--- config.mk ---
export PLATFORM = sky130hd
export DESIGN_NAME = iq_payload_unpacker
export DESIGN_NICKNAME = d
export VERILOG_FILES = /design/src/design/iqu_pkg.sv /design/src/design/iqu_assemble.sv /design/src/design/iq_payload_unpacker.sv
export SDC_FILE = /design/constraint.sdc
export NUM_CORES = 1
export LEC_CHECK = 0
export BUFFER_PORTS_ARGS = -buffer_cell sky130_fd_sc_hd__buf_2
export CORE_MARGIN = 2
export CORE_UTILIZATION = 29
export CTS_BUF_LIST = sky130_fd_sc_hd__clkbuf_2 sky130_fd_sc_hd__clkbuf_4 sky130_fd_sc_hd__clkbuf_8
export DETAILED_ROUTE_END_ITERATION = 16
export PLACE_DENSITY = 0.52
export RECOVER_POWER = 25
export SKIP_LAST_GASP = 1
export SLEW_MARGIN = 30
export SYNTH_ARGS = -nofsm -noshare
export SYNTH_HDL_FRONTEND = slang
export SYNTH_SLANG_ARGS = --single-unit
export TNS_END_PERCENT = 5
--- constraint.sdc ---
create_clock -name aclk -period 8.16 [get_ports aclk]
set_clock_uncertainty 0.2 [all_clocks]
set_input_delay 2.04 -clock aclk [delete_from_list [all_inputs] [get_ports aclk]]
set_output_delay 2.04 -clock aclk [all_outputs]
set_load 0.005 [all_outputs]
--- src/design/iqu_pkg.sv ---
// Shared types and constants of the I/Q payload unpacker.
package iqu_pkg;

    localparam int unsigned BYTE_W       = 8;
    localparam int unsigned SAMPLE_W     = 16;
    localparam int unsigned PACKED_W     = 12;
    localparam int unsigned HELD_BYTES   = 3;
    localparam int unsigned HELD_W       = HELD_BYTES * BYTE_W;
    localparam int unsigned PHASE_W      = 2;
    localparam int unsigned GROUP_W      = 3;

    localparam logic [GROUP_W-1:0] GROUP_LEN_WIDE   = 3'd4;
    localparam logic [GROUP_W-1:0] GROUP_LEN_PACKED = 3'd3;

    typedef enum logic [0:0] {
        REG_MIMO_MODE       = 1'b0,
        REG_COMPRESSED_MODE = 1'b1
    } cfg_reg_t;

    typedef struct packed {
        logic                 mimo_mode;
        logic                 compressed_mode;
    } mode_t;

    typedef struct packed {
        logic [PHASE_W-1:0]   byte_phase;
        logic [HELD_W-1:0]    held_bytes;
        logic                 next_channel;
    } unpack_state_t;

    typedef struct packed {
        logic                 valid;
        logic                 channel;
        logic [SAMPLE_W-1:0]  in_phase;
        logic [SAMPLE_W-1:0]  quadrature;
    } sample_t;

endpackage

--- src/design/iqu_assemble.sv ---
// Byte-to-sample assembly: next group state and the completed I/Q sample.
module iqu_assemble (
    input  iqu_pkg::mode_t                  mode,
    input  iqu_pkg::unpack_state_t          state,
    input  logic [iqu_pkg::BYTE_W-1:0]      data_byte,
    input  logic                            payload_end,
    output iqu_pkg::unpack_state_t          state_next,
    output iqu_pkg::sample_t                sample
);

    logic [iqu_pkg::GROUP_W-1:0]  group_len;
    logic [iqu_pkg::GROUP_W-1:0]  phase_plus;
    logic                         complete;
    logic [iqu_pkg::BYTE_W-1:0]   b0;
    logic [iqu_pkg::BYTE_W-1:0]   b1;
    logic [iqu_pkg::BYTE_W-1:0]   b2;
    logic [iqu_pkg::PACKED_W-1:0] i12;
    logic [iqu_pkg::PACKED_W-1:0] q12;
    logic [iqu_pkg::HELD_W-1:0]   held_upd;

    assign group_len  = mode.compressed_mode ? iqu_pkg::GROUP_LEN_PACKED
                                             : iqu_pkg::GROUP_LEN_WIDE;
    assign phase_plus = {1'b0, state.byte_phase} + 3'd1;
    assign complete   = phase_plus >= group_len;

    assign b0  = state.held_bytes[7:0];
    assign b1  = state.held_bytes[15:8];
    assign b2  = state.held_bytes[23:16];
    assign i12 = {b1[3:0], b0};
    assign q12 = {data_byte, b1[7:4]};

    always_comb begin
        held_upd = state.held_bytes;
        unique case (state.byte_phase)
            2'd0: held_upd[7:0]   = state.held_bytes[7:0]   | data_byte;
            2'd1: held_upd[15:8]  = state.held_bytes[15:8]  | data_byte;
            2'd2: held_upd[23:16] = state.held_bytes[23:16] | data_byte;
            default: held_upd     = state.held_bytes;
        endcase
    end

    always_comb begin
        sample.valid   = complete;
        sample.channel = mode.mimo_mode & state.next_channel;
        if (mode.compressed_mode) begin
            sample.in_phase   = {{(iqu_pkg::SAMPLE_W-iqu_pkg::PACKED_W){i12[11]}}, i12};
            sample.quadrature = {{(iqu_pkg::SAMPLE_W-iqu_pkg::PACKED_W){q12[11]}}, q12};
        end else begin
            sample.in_phase   = {b1, b0};
            sample.quadrature = {data_byte, b2};
        end

        if (complete) begin
            state_next.byte_phase   = '0;
            state_next.held_bytes   = '0;
            state_next.next_channel = mode.mimo_mode & ~state.next_channel;
        end else begin
            state_next.byte_phase   = phase_plus[iqu_pkg::PHASE_W-1:0];
            state_next.held_bytes   = held_upd;
            state_next.next_channel = state.next_channel;
        end

        if (payload_end) begin
            state_next = '0;
        end
    end

endmodule

--- src/design/iq_payload_unpacker.sv ---
// Top level of the I/Q payload unpacker: byte input stage, assembly state, sample output stage.
//
// Accepts one payload byte per cycle and emits one I/Q sample per completed group
// (three bytes in 12-bit packed mode, four bytes in 16-bit mode). A byte passes a
// byte register and then the sample register, and m_valid rises once the group's last
// byte has moved into the sample register; the group state advances as a byte moves
// into the sample stage. Throughput is one byte every cycle, limited only by m_ready.
// Mode registers are written through cfg_wr_en/cfg_addr/cfg_wdata; the user must
// write them only while no transaction is in flight, which the block does not enforce;
// the last byte of a payload clears the group and returns the channel to 0.
module iq_payload_unpacker (
    input  logic                                aclk,
    input  logic                                aresetn,

    input  logic                                cfg_wr_en,
    input  logic [0:0]                          cfg_addr,
    input  logic [0:0]                          cfg_wdata,

    input  logic                                s_valid,
    output logic                                s_ready,
    input  logic [iqu_pkg::BYTE_W-1:0]          s_data_byte,
    input  logic                                s_payload_end,

    output logic                                m_valid,
    input  logic                                m_ready,
    output logic                                m_channel,
    output logic signed [iqu_pkg::SAMPLE_W-1:0] m_in_phase,
    output logic signed [iqu_pkg::SAMPLE_W-1:0] m_quadrature
);

    iqu_pkg::mode_t                 mode_reg, mode_next;
    iqu_pkg::unpack_state_t         state_reg, state_next, asm_state;
    iqu_pkg::sample_t               asm_sample;

    logic                           in_valid_reg, in_valid_next;
    logic [iqu_pkg::BYTE_W-1:0]     in_byte_reg;
    logic                           in_end_reg;

    logic                           out_valid_reg, out_valid_next;
    logic                           out_channel_reg;
    logic [iqu_pkg::SAMPLE_W-1:0]   out_i_reg;
    logic [iqu_pkg::SAMPLE_W-1:0]   out_q_reg;

    logic                           out_free;
    logic                           advance;
    logic                           s_take;

    iqu_assemble u_assemble (
        .mode        (mode_reg),
        .state       (state_reg),
        .data_byte   (in_byte_reg),
        .payload_end (in_end_reg),
        .state_next  (asm_state),
        .sample      (asm_sample)
    );

    assign out_free = !out_valid_reg || m_ready;
    assign advance  = in_valid_reg && out_free;
    assign s_ready  = !in_valid_reg || advance;
    assign s_take   = s_valid && s_ready;

    always_comb begin
        mode_next = mode_reg;
        if (cfg_wr_en) begin
            unique case (iqu_pkg::cfg_reg_t'(cfg_addr))
                iqu_pkg::REG_MIMO_MODE:       mode_next.mimo_mode       = cfg_wdata[0];
                iqu_pkg::REG_COMPRESSED_MODE: mode_next.compressed_mode = cfg_wdata[0];
                default:                      mode_next                 = mode_reg;
            endcase
        end

        state_next     = advance ? asm_state : state_reg;
        in_valid_next  = s_take ? 1'b1 : (advance ? 1'b0 : in_valid_reg);
        out_valid_next = out_free ? (advance && asm_sample.valid) : out_valid_reg;
    end

    always_ff @(posedge aclk) begin
        if (!aresetn) begin
            mode_reg.mimo_mode       <= 1'b0;
            mode_reg.compressed_mode <= 1'b1;
            state_reg                <= '0;
            in_valid_reg             <= 1'b0;
            out_valid_reg            <= 1'b0;
        end else begin
            mode_reg      <= mode_next;
            state_reg     <= state_next;
            in_valid_reg  <= in_valid_next;
            out_valid_reg <= out_valid_next;
        end
    end

    always_ff @(posedge aclk) begin
        if (s_take) begin
            in_byte_reg <= s_data_byte;
            in_end_reg  <= s_payload_end;
        end
        if (advance && asm_sample.valid) begin
            out_channel_reg <= asm_sample.channel;
            out_i_reg       <= asm_sample.in_phase;
            out_q_reg       <= asm_sample.quadrature;
        end
    end

    assign m_valid      = out_valid_reg;
    assign m_channel    = out_channel_reg;
    assign m_in_phase   = out_i_reg;
    assign m_quadrature = out_q_reg;

`ifndef ASSERT_OFF
    a_end_clears_state: assert property (@(posedge aclk) disable iff (!aresetn)
        advance && in_end_reg |=> state_reg.byte_phase == '0 && !state_reg.next_channel)
        else $error("payload end did not clear group state");

    a_empty_group_no_bytes: assert property (@(posedge aclk) disable iff (!aresetn)
        state_reg.byte_phase == '0 |-> state_reg.held_bytes == '0)
        else $error("held bytes present with empty group");

    a_packed_sign_ext: assert property (@(posedge aclk) disable iff (!aresetn)
        advance && asm_sample.valid && mode_reg.compressed_mode |=>
        m_valid && (m_in_phase[15:11] == 5'h00 || m_in_phase[15:11] == 5'h1f) &&
        (m_quadrature[15:11] == 5'h00 || m_quadrature[15:11] == 5'h1f))
        else $error("packed sample not sign extended");
`endif

endmodule
==> results of run 1 <==
-- cell usage in the layout, fill, tap and decap left out, types with 3 or more instances in the layout --
cell type   n
a31oi_1    20
o21ai_0     9
dfxtp_1    31
nand2_1     6
mux2_2     11
clkbuf_8   10
o211ai_1    3
nor2_1     21
edfxtp_1   42
inv_1      16
ha_1        7
buf_2      50
a21oi_1     5
nand3_1     6
nor2b_1     3
-- final timing paths --
path,start,to,slack (ns),cells past startpoint
worst max-delay path,m_ready,s_ready,3.35,4
worst min-delay path,state_reg[11],m_in_phase[10],0.23,0
worst max register to register,mode_reg[0],m_quadrature[2],5.15,6
worst min register to register,state_reg[11],m_in_phase[10],0.23,0
-- worst max-delay path: cells and delay by family --
family,cells,cell delay [ns]
buf+inv,2,0.23
simple gates,2,0.30
-- logic make-up after synthesis --
kind of cell,after synthesis,synth area share
buffers and inverters,24,0.0447
and+or+nand+nor,44,0.0752
muxes,13,0.0524
AOI/OAI and AO/OA,43,0.107
DFF,73,0.686
adders and majority gates,7,0.0319
xor gates and xnor gates,1,0.00319
-- metal layers --
metal / share of wire / vias up / global-route usage / wire, um
met4: 0.0038 / 0 / 0.0468 / 20
li1: - / 844 / - / -
met5: 0 / - / 0 / 0
met1: 0.45 / 777 / 0.130 / 2360
met2: 0.50 / 43 / 0.184 / 2630
met3: 0.052 / 2 / 0.0414 / 277
-- metrics by stage --
stage	instance area [sq um]	power, mW
floorplan	2750	0.463
global placement	3080	0.481
detailed placement	3090	0.483
CTS	3290	0.768
global route	3290	0.793
finish	3290	0.761
-- area by class of cell --
type	count	area [sq um]	share of cell area
clock buffers	10	138	0.0418
well taps	111	139	0.0422
flip-flops and latches	73	1880	0.572
clock inverters	6	66.3	0.0202
inverters	16	60.1	0.0183
multi-input cells	108	748	0.227
repair buffers	51	258	0.0783
-- power groups by stage --
stage	Combinational [mW]	Clock [mW]	Sequential [mW]
after floorplan	0.0402	0	0.423
after global placement	0.0541	0	0.427
after detailed placement	0.0552	0	0.427
after CTS	0.0553	0.294	0.419
after global routing	0.0623	0.310	0.421
final	0.0545	0.288	0.419
==> impl_metrics.env, run 1 <==
export IMPL_cp_slowest_cell="nor2b_2"
export IMPL_die_h_um=101
export IMPL_hold_class="flip-flop to flip-flop"
export IMPL_die_x_um=101
export IMPL_vias=1666
export IMPL_yosys_area_top_type_share=0.459
export IMPL_period_needed_ns=4.81
export IMPL_area_delta_synth_final_pct=19.9
export IMPL_drc=0
export IMPL_fillCellCount=931
export IMPL_dp_slack_ns=3.33
export IMPL_synth_edff_count=42
export IMPL_clockBufferDepth=2
export IMPL_status="complete, no violations"
export IMPL_row_count=35
export IMPL_p_int_uw=579
export IMPL_core_area_sq_mm=0.00920
export IMPL_antenna_found_initial=0
export IMPL_io_buffers=50
export IMPL_layoutNonFillerInstCount=375
export IMPL_ir_worst_vdd_mv=0.0890
export IMPL_synth_area_leaders="edfxtp_1, dfxtp_1, a31oi_1"
export IMPL_path_class="input pin to primary output"
export IMPL_cts_tree="built"
export IMPL_clk_latency_ns=0.35
export IMPL_fin_nets=282
export IMPL_maxCapViolCount=0
export IMPL_power_frac_clock=0.378
export IMPL_cts_resized=0
export IMPL_clk_pin_slew_ns=0.08
export IMPL_globalRouteTotalUtil=0.111
export IMPL_ys_seq_area_frac=0.686
export IMPL_crit_arrival_ns=2.57
export IMPL_syn_nets=228
export IMPL_drtPass1Iterations=4
export IMPL_grt_pass1_vias=1740
export IMPL_overflow=0
export IMPL_die_area_sq_mm=0.0103
export IMPL_synth_seq_cells=73
export IMPL_max_stage_delay_ns=0.21
export IMPL_required_ns=5.92
export IMPL_finalCritPeriodShare=0.590
export IMPL_hold_slack_ns=0.230
export IMPL_p_switching_uw=181
export IMPL_final_max_slew_viol_count=0
export IMPL_htree_levels=3
export IMPL_placedCellCount=359
export IMPL_synth_area_sq_mm=0.00275
export IMPL_grt_max_degree=29
export IMPL_finalSetupTns_ns=0
export IMPL_critPathMostFrequentCell="buf_2"
export IMPL_ys_async_sr_fraction=0
export IMPL_path_cells="buf_2 > nor2b_2 > nand2_1 > buf_2"
export IMPL_numCtsBuffers=9
export IMPL_io_pins=51
export IMPL_max_slew_margin=0.370
export IMPL_antenna_cells=0
export IMPL_rsz0062_at_grt="no"
export IMPL_yosysTopAreaCell="edfxtp_1"
export IMPL_drt_iter0_drc=73
export IMPL_setup_viol=0
export IMPL_synth_most_common_cell="edfxtp_1"
export IMPL_synth_area_per_cell_sq_um=13.4
export IMPL_clock_root_buffer="clkbuf_8"
export IMPL_grt_pass1_wl_um=8470
export IMPL_hold_violations=0
export IMPL_start_util=0.299
export IMPL_fin_ws_ns=3.35
export IMPL_ys_warn_count=0
export IMPL_drive_gt1_frac=0.322
export IMPL_swShare=0.238
export IMPL_ys_types=30
export IMPL_cts_sinks=73
export IMPL_post_route_util=0.358
export IMPL_hold_buffers=0
export IMPL_fmax_mhz=208
export IMPL_post_cts_buffers=0
export IMPL_powerDensity_mw_per_mm2=231
export IMPL_detail_route_antenna_nets=0
export IMPL_synth_common_cells="edfxtp_1, dfxtp_1, nor2_1"
export IMPL_p_leak_nw=1.29
export IMPL_vias_per_cell=4.44
export IMPL_gp_congestion=0.757
export IMPL_power_frac_comb=0.072
export IMPL_drt_total_wl_um=5280
export IMPL_power_frac_seq=0.550
export IMPL_hpwlAfterDp_um=3580
export IMPL_ys_flop_type="edfxtp_1"
export IMPL_cp_end_kind="primary output"
export IMPL_worstMarginPinSlew_ns=0.944
export IMPL_cp_start_kind="input pin"
export IMPL_largest_reg_flops=27
export IMPL_synthCells=205
export IMPL_drt_wirelength_per_cell_um=14.1
export IMPL_critPathMaxFanout=4
No activity file was read; power rests on OpenSTA's default activity.
==> inputs of run 2 (changes only) <==
==> constraint.sdc (replaced) <==
create_clock -name aclk -period 4.72 [get_ports aclk]
set_clock_uncertainty 0.2 [all_clocks]
set_input_delay 1.18 -clock aclk [delete_from_list [all_inputs] [get_ports aclk]]
set_output_delay 1.18 -clock aclk [all_outputs]
set_load 0.005 [all_outputs]
==> impl_metrics.env, run 2 (synthesized netlist as in run 1, its figures left out) <==
export IMPL_status="complete, no violations"
export IMPL_detail_route_antenna_nets=0
export IMPL_drive_gt1_frac=0.317
export IMPL_finalCritPeriodShare=0.668
export IMPL_core_area_sq_mm=0.00920
export IMPL_placed_cell_area_sq_mm=0.00309
export IMPL_rsz0062_at_grt="no"
export IMPL_vias=1686
export IMPL_cts_sinks=73
export IMPL_grt_pass1_vias=1684
export IMPL_final_max_slew_viol_count=0
export IMPL_die_x_um=101
export IMPL_clk_latency_ns=0.34
export IMPL_cp_end_kind="primary output"
export IMPL_hpwlAfterDp_um=3610
export IMPL_final_cell_area_sq_mm=0.00328
export IMPL_crit_arrival_ns=1.77
export IMPL_hold_buffers=0
export IMPL_maxCapViolCount=0
export IMPL_max_slew_margin=0.371
export IMPL_powerDensity_mw_per_mm2=396
export IMPL_power_mw=1.30
export IMPL_area_delta_synth_final_pct=19.5
export IMPL_grt_max_degree=29
export IMPL_row_count=35
export IMPL_swShare=0.232
export IMPL_fillCellCount=912
export IMPL_overflow=0
export IMPL_cts_resized=0
export IMPL_power_frac_clock=0.370
export IMPL_drc=0
export IMPL_hold_violations=0
export IMPL_io_buffers=50
export IMPL_mostFrequentLayoutCells="buf_2, edfxtp_1, dfxtp_1, nor2_1, a31oi_1"
export IMPL_path_class="input pin to primary output"
export IMPL_required_ns=3.34
export IMPL_clock_root_buffer="clkbuf_8"
export IMPL_p_leak_nw=1.29
export IMPL_numCtsBuffers=9
export IMPL_hold_class="flip-flop to flip-flop"
export IMPL_final_common_cell="buf_2"
export IMPL_post_route_util=0.357
export IMPL_critPathMaxFanout=4
export IMPL_gp_congestion=0.764
export IMPL_fin_nets=283
export IMPL_power_frac_comb=0.073
export IMPL_drtPass1Iterations=4
export IMPL_finalSetupTns_ns=0
export IMPL_worstMarginPinSlew_ns=0.942
export IMPL_power_frac_seq=0.557
export IMPL_post_cts_buffers=0
export IMPL_period_needed_ns=3.15
export IMPL_antenna_found_initial=0
export IMPL_die_h_um=101
export IMPL_clk_pin_slew_ns=0.07
export IMPL_drt_total_wl_um=5390
export IMPL_io_pins=51
export IMPL_p_switching_uw=302
export IMPL_cp_start_kind="input pin"
export IMPL_antenna_cells=0
export IMPL_drt_wirelength_per_cell_um=14.3
export IMPL_fmax_mhz=317
export IMPL_p_int_uw=998
export IMPL_clockBufferDepth=2
export IMPL_grt_pass1_wl_um=8460
export IMPL_vias_per_cell=4.48
export IMPL_die_area_sq_mm=0.0103
export IMPL_cts_tree="built"
export IMPL_start_util=0.299
export IMPL_ir_worst_vdd_mv=0.126
export IMPL_drt_iter0_drc=91
export IMPL_setup_viol=0
export IMPL_globalRouteTotalUtil=0.111
export IMPL_hold_slack_ns=0.243
export IMPL_htree_levels=3
export IMPL_largest_reg_flops=27
## run 2: through the flow
| stage | setup WS (ns) | instances |
|---|---|---|
| final | 1.57 | 376 |
| after detailed placement | 1.50 | 360 |
| after CTS | 1.66 | 376 |
| after global placement | 1.53 | 360 |
| after global routing | 1.51 | 376 |
| after floorplan | 1.81 | 205 |
## run 2: layout make-up
type | instances | area [sq um] | share of cell area
multi-input cells | 108 | 741 | 0.226
inverters | 16 | 60.1 | 0.0183
flip-flops and latches | 73 | 1880 | 0.574
well taps | 111 | 139 | 0.0423
repair buffers | 52 | 264 | 0.0805
clock buffers | 11 | 139 | 0.0423
clock inverters | 5 | 56.3 | 0.0172
## run 2: power by group through the flow
stage               Combinational, mW  Clock, mW  Sequential (mW)
finish                         0.0943      0.481            0.724
global route                    0.107      0.521            0.728
CTS                            0.0960      0.496            0.725
detailed placement             0.0954          0            0.739
global placement               0.0939          0            0.739
floorplan                      0.0695          0            0.731
## run 2: critical path, cell delays in order
cell	delay [ns]
buf_2	0.09
nor2b_1	0.26
nand2_1	0.11
buf_2	0.13
## run 2: per-layer routing
layer | GRT usage | vias up | part of all wire
li1 | - | 844 | -
met1 | 0.133 | 790 | 0.45
met2 | 0.180 | 42 | 0.48
met3 | 0.0373 | 10 | 0.053
met4 | 0.0499 | 0 | 0.018
met5 | 0 | - | 0
## run 2: path summary, 6_finish.rpt
| path | start | cells after the start | slack (ns) | to |
|---|---|---|---|---|
| hold reg to reg | state_reg[1] | 0 | 0.24 | m_in_phase[0] |
| hold / removal | state_reg[1] | 0 | 0.24 | m_in_phase[0] |
| setup / recovery | m_ready | 4 | 1.57 | s_ready |
| setup reg to reg | mode_reg[0] | 6 | 1.74 | m_channel |
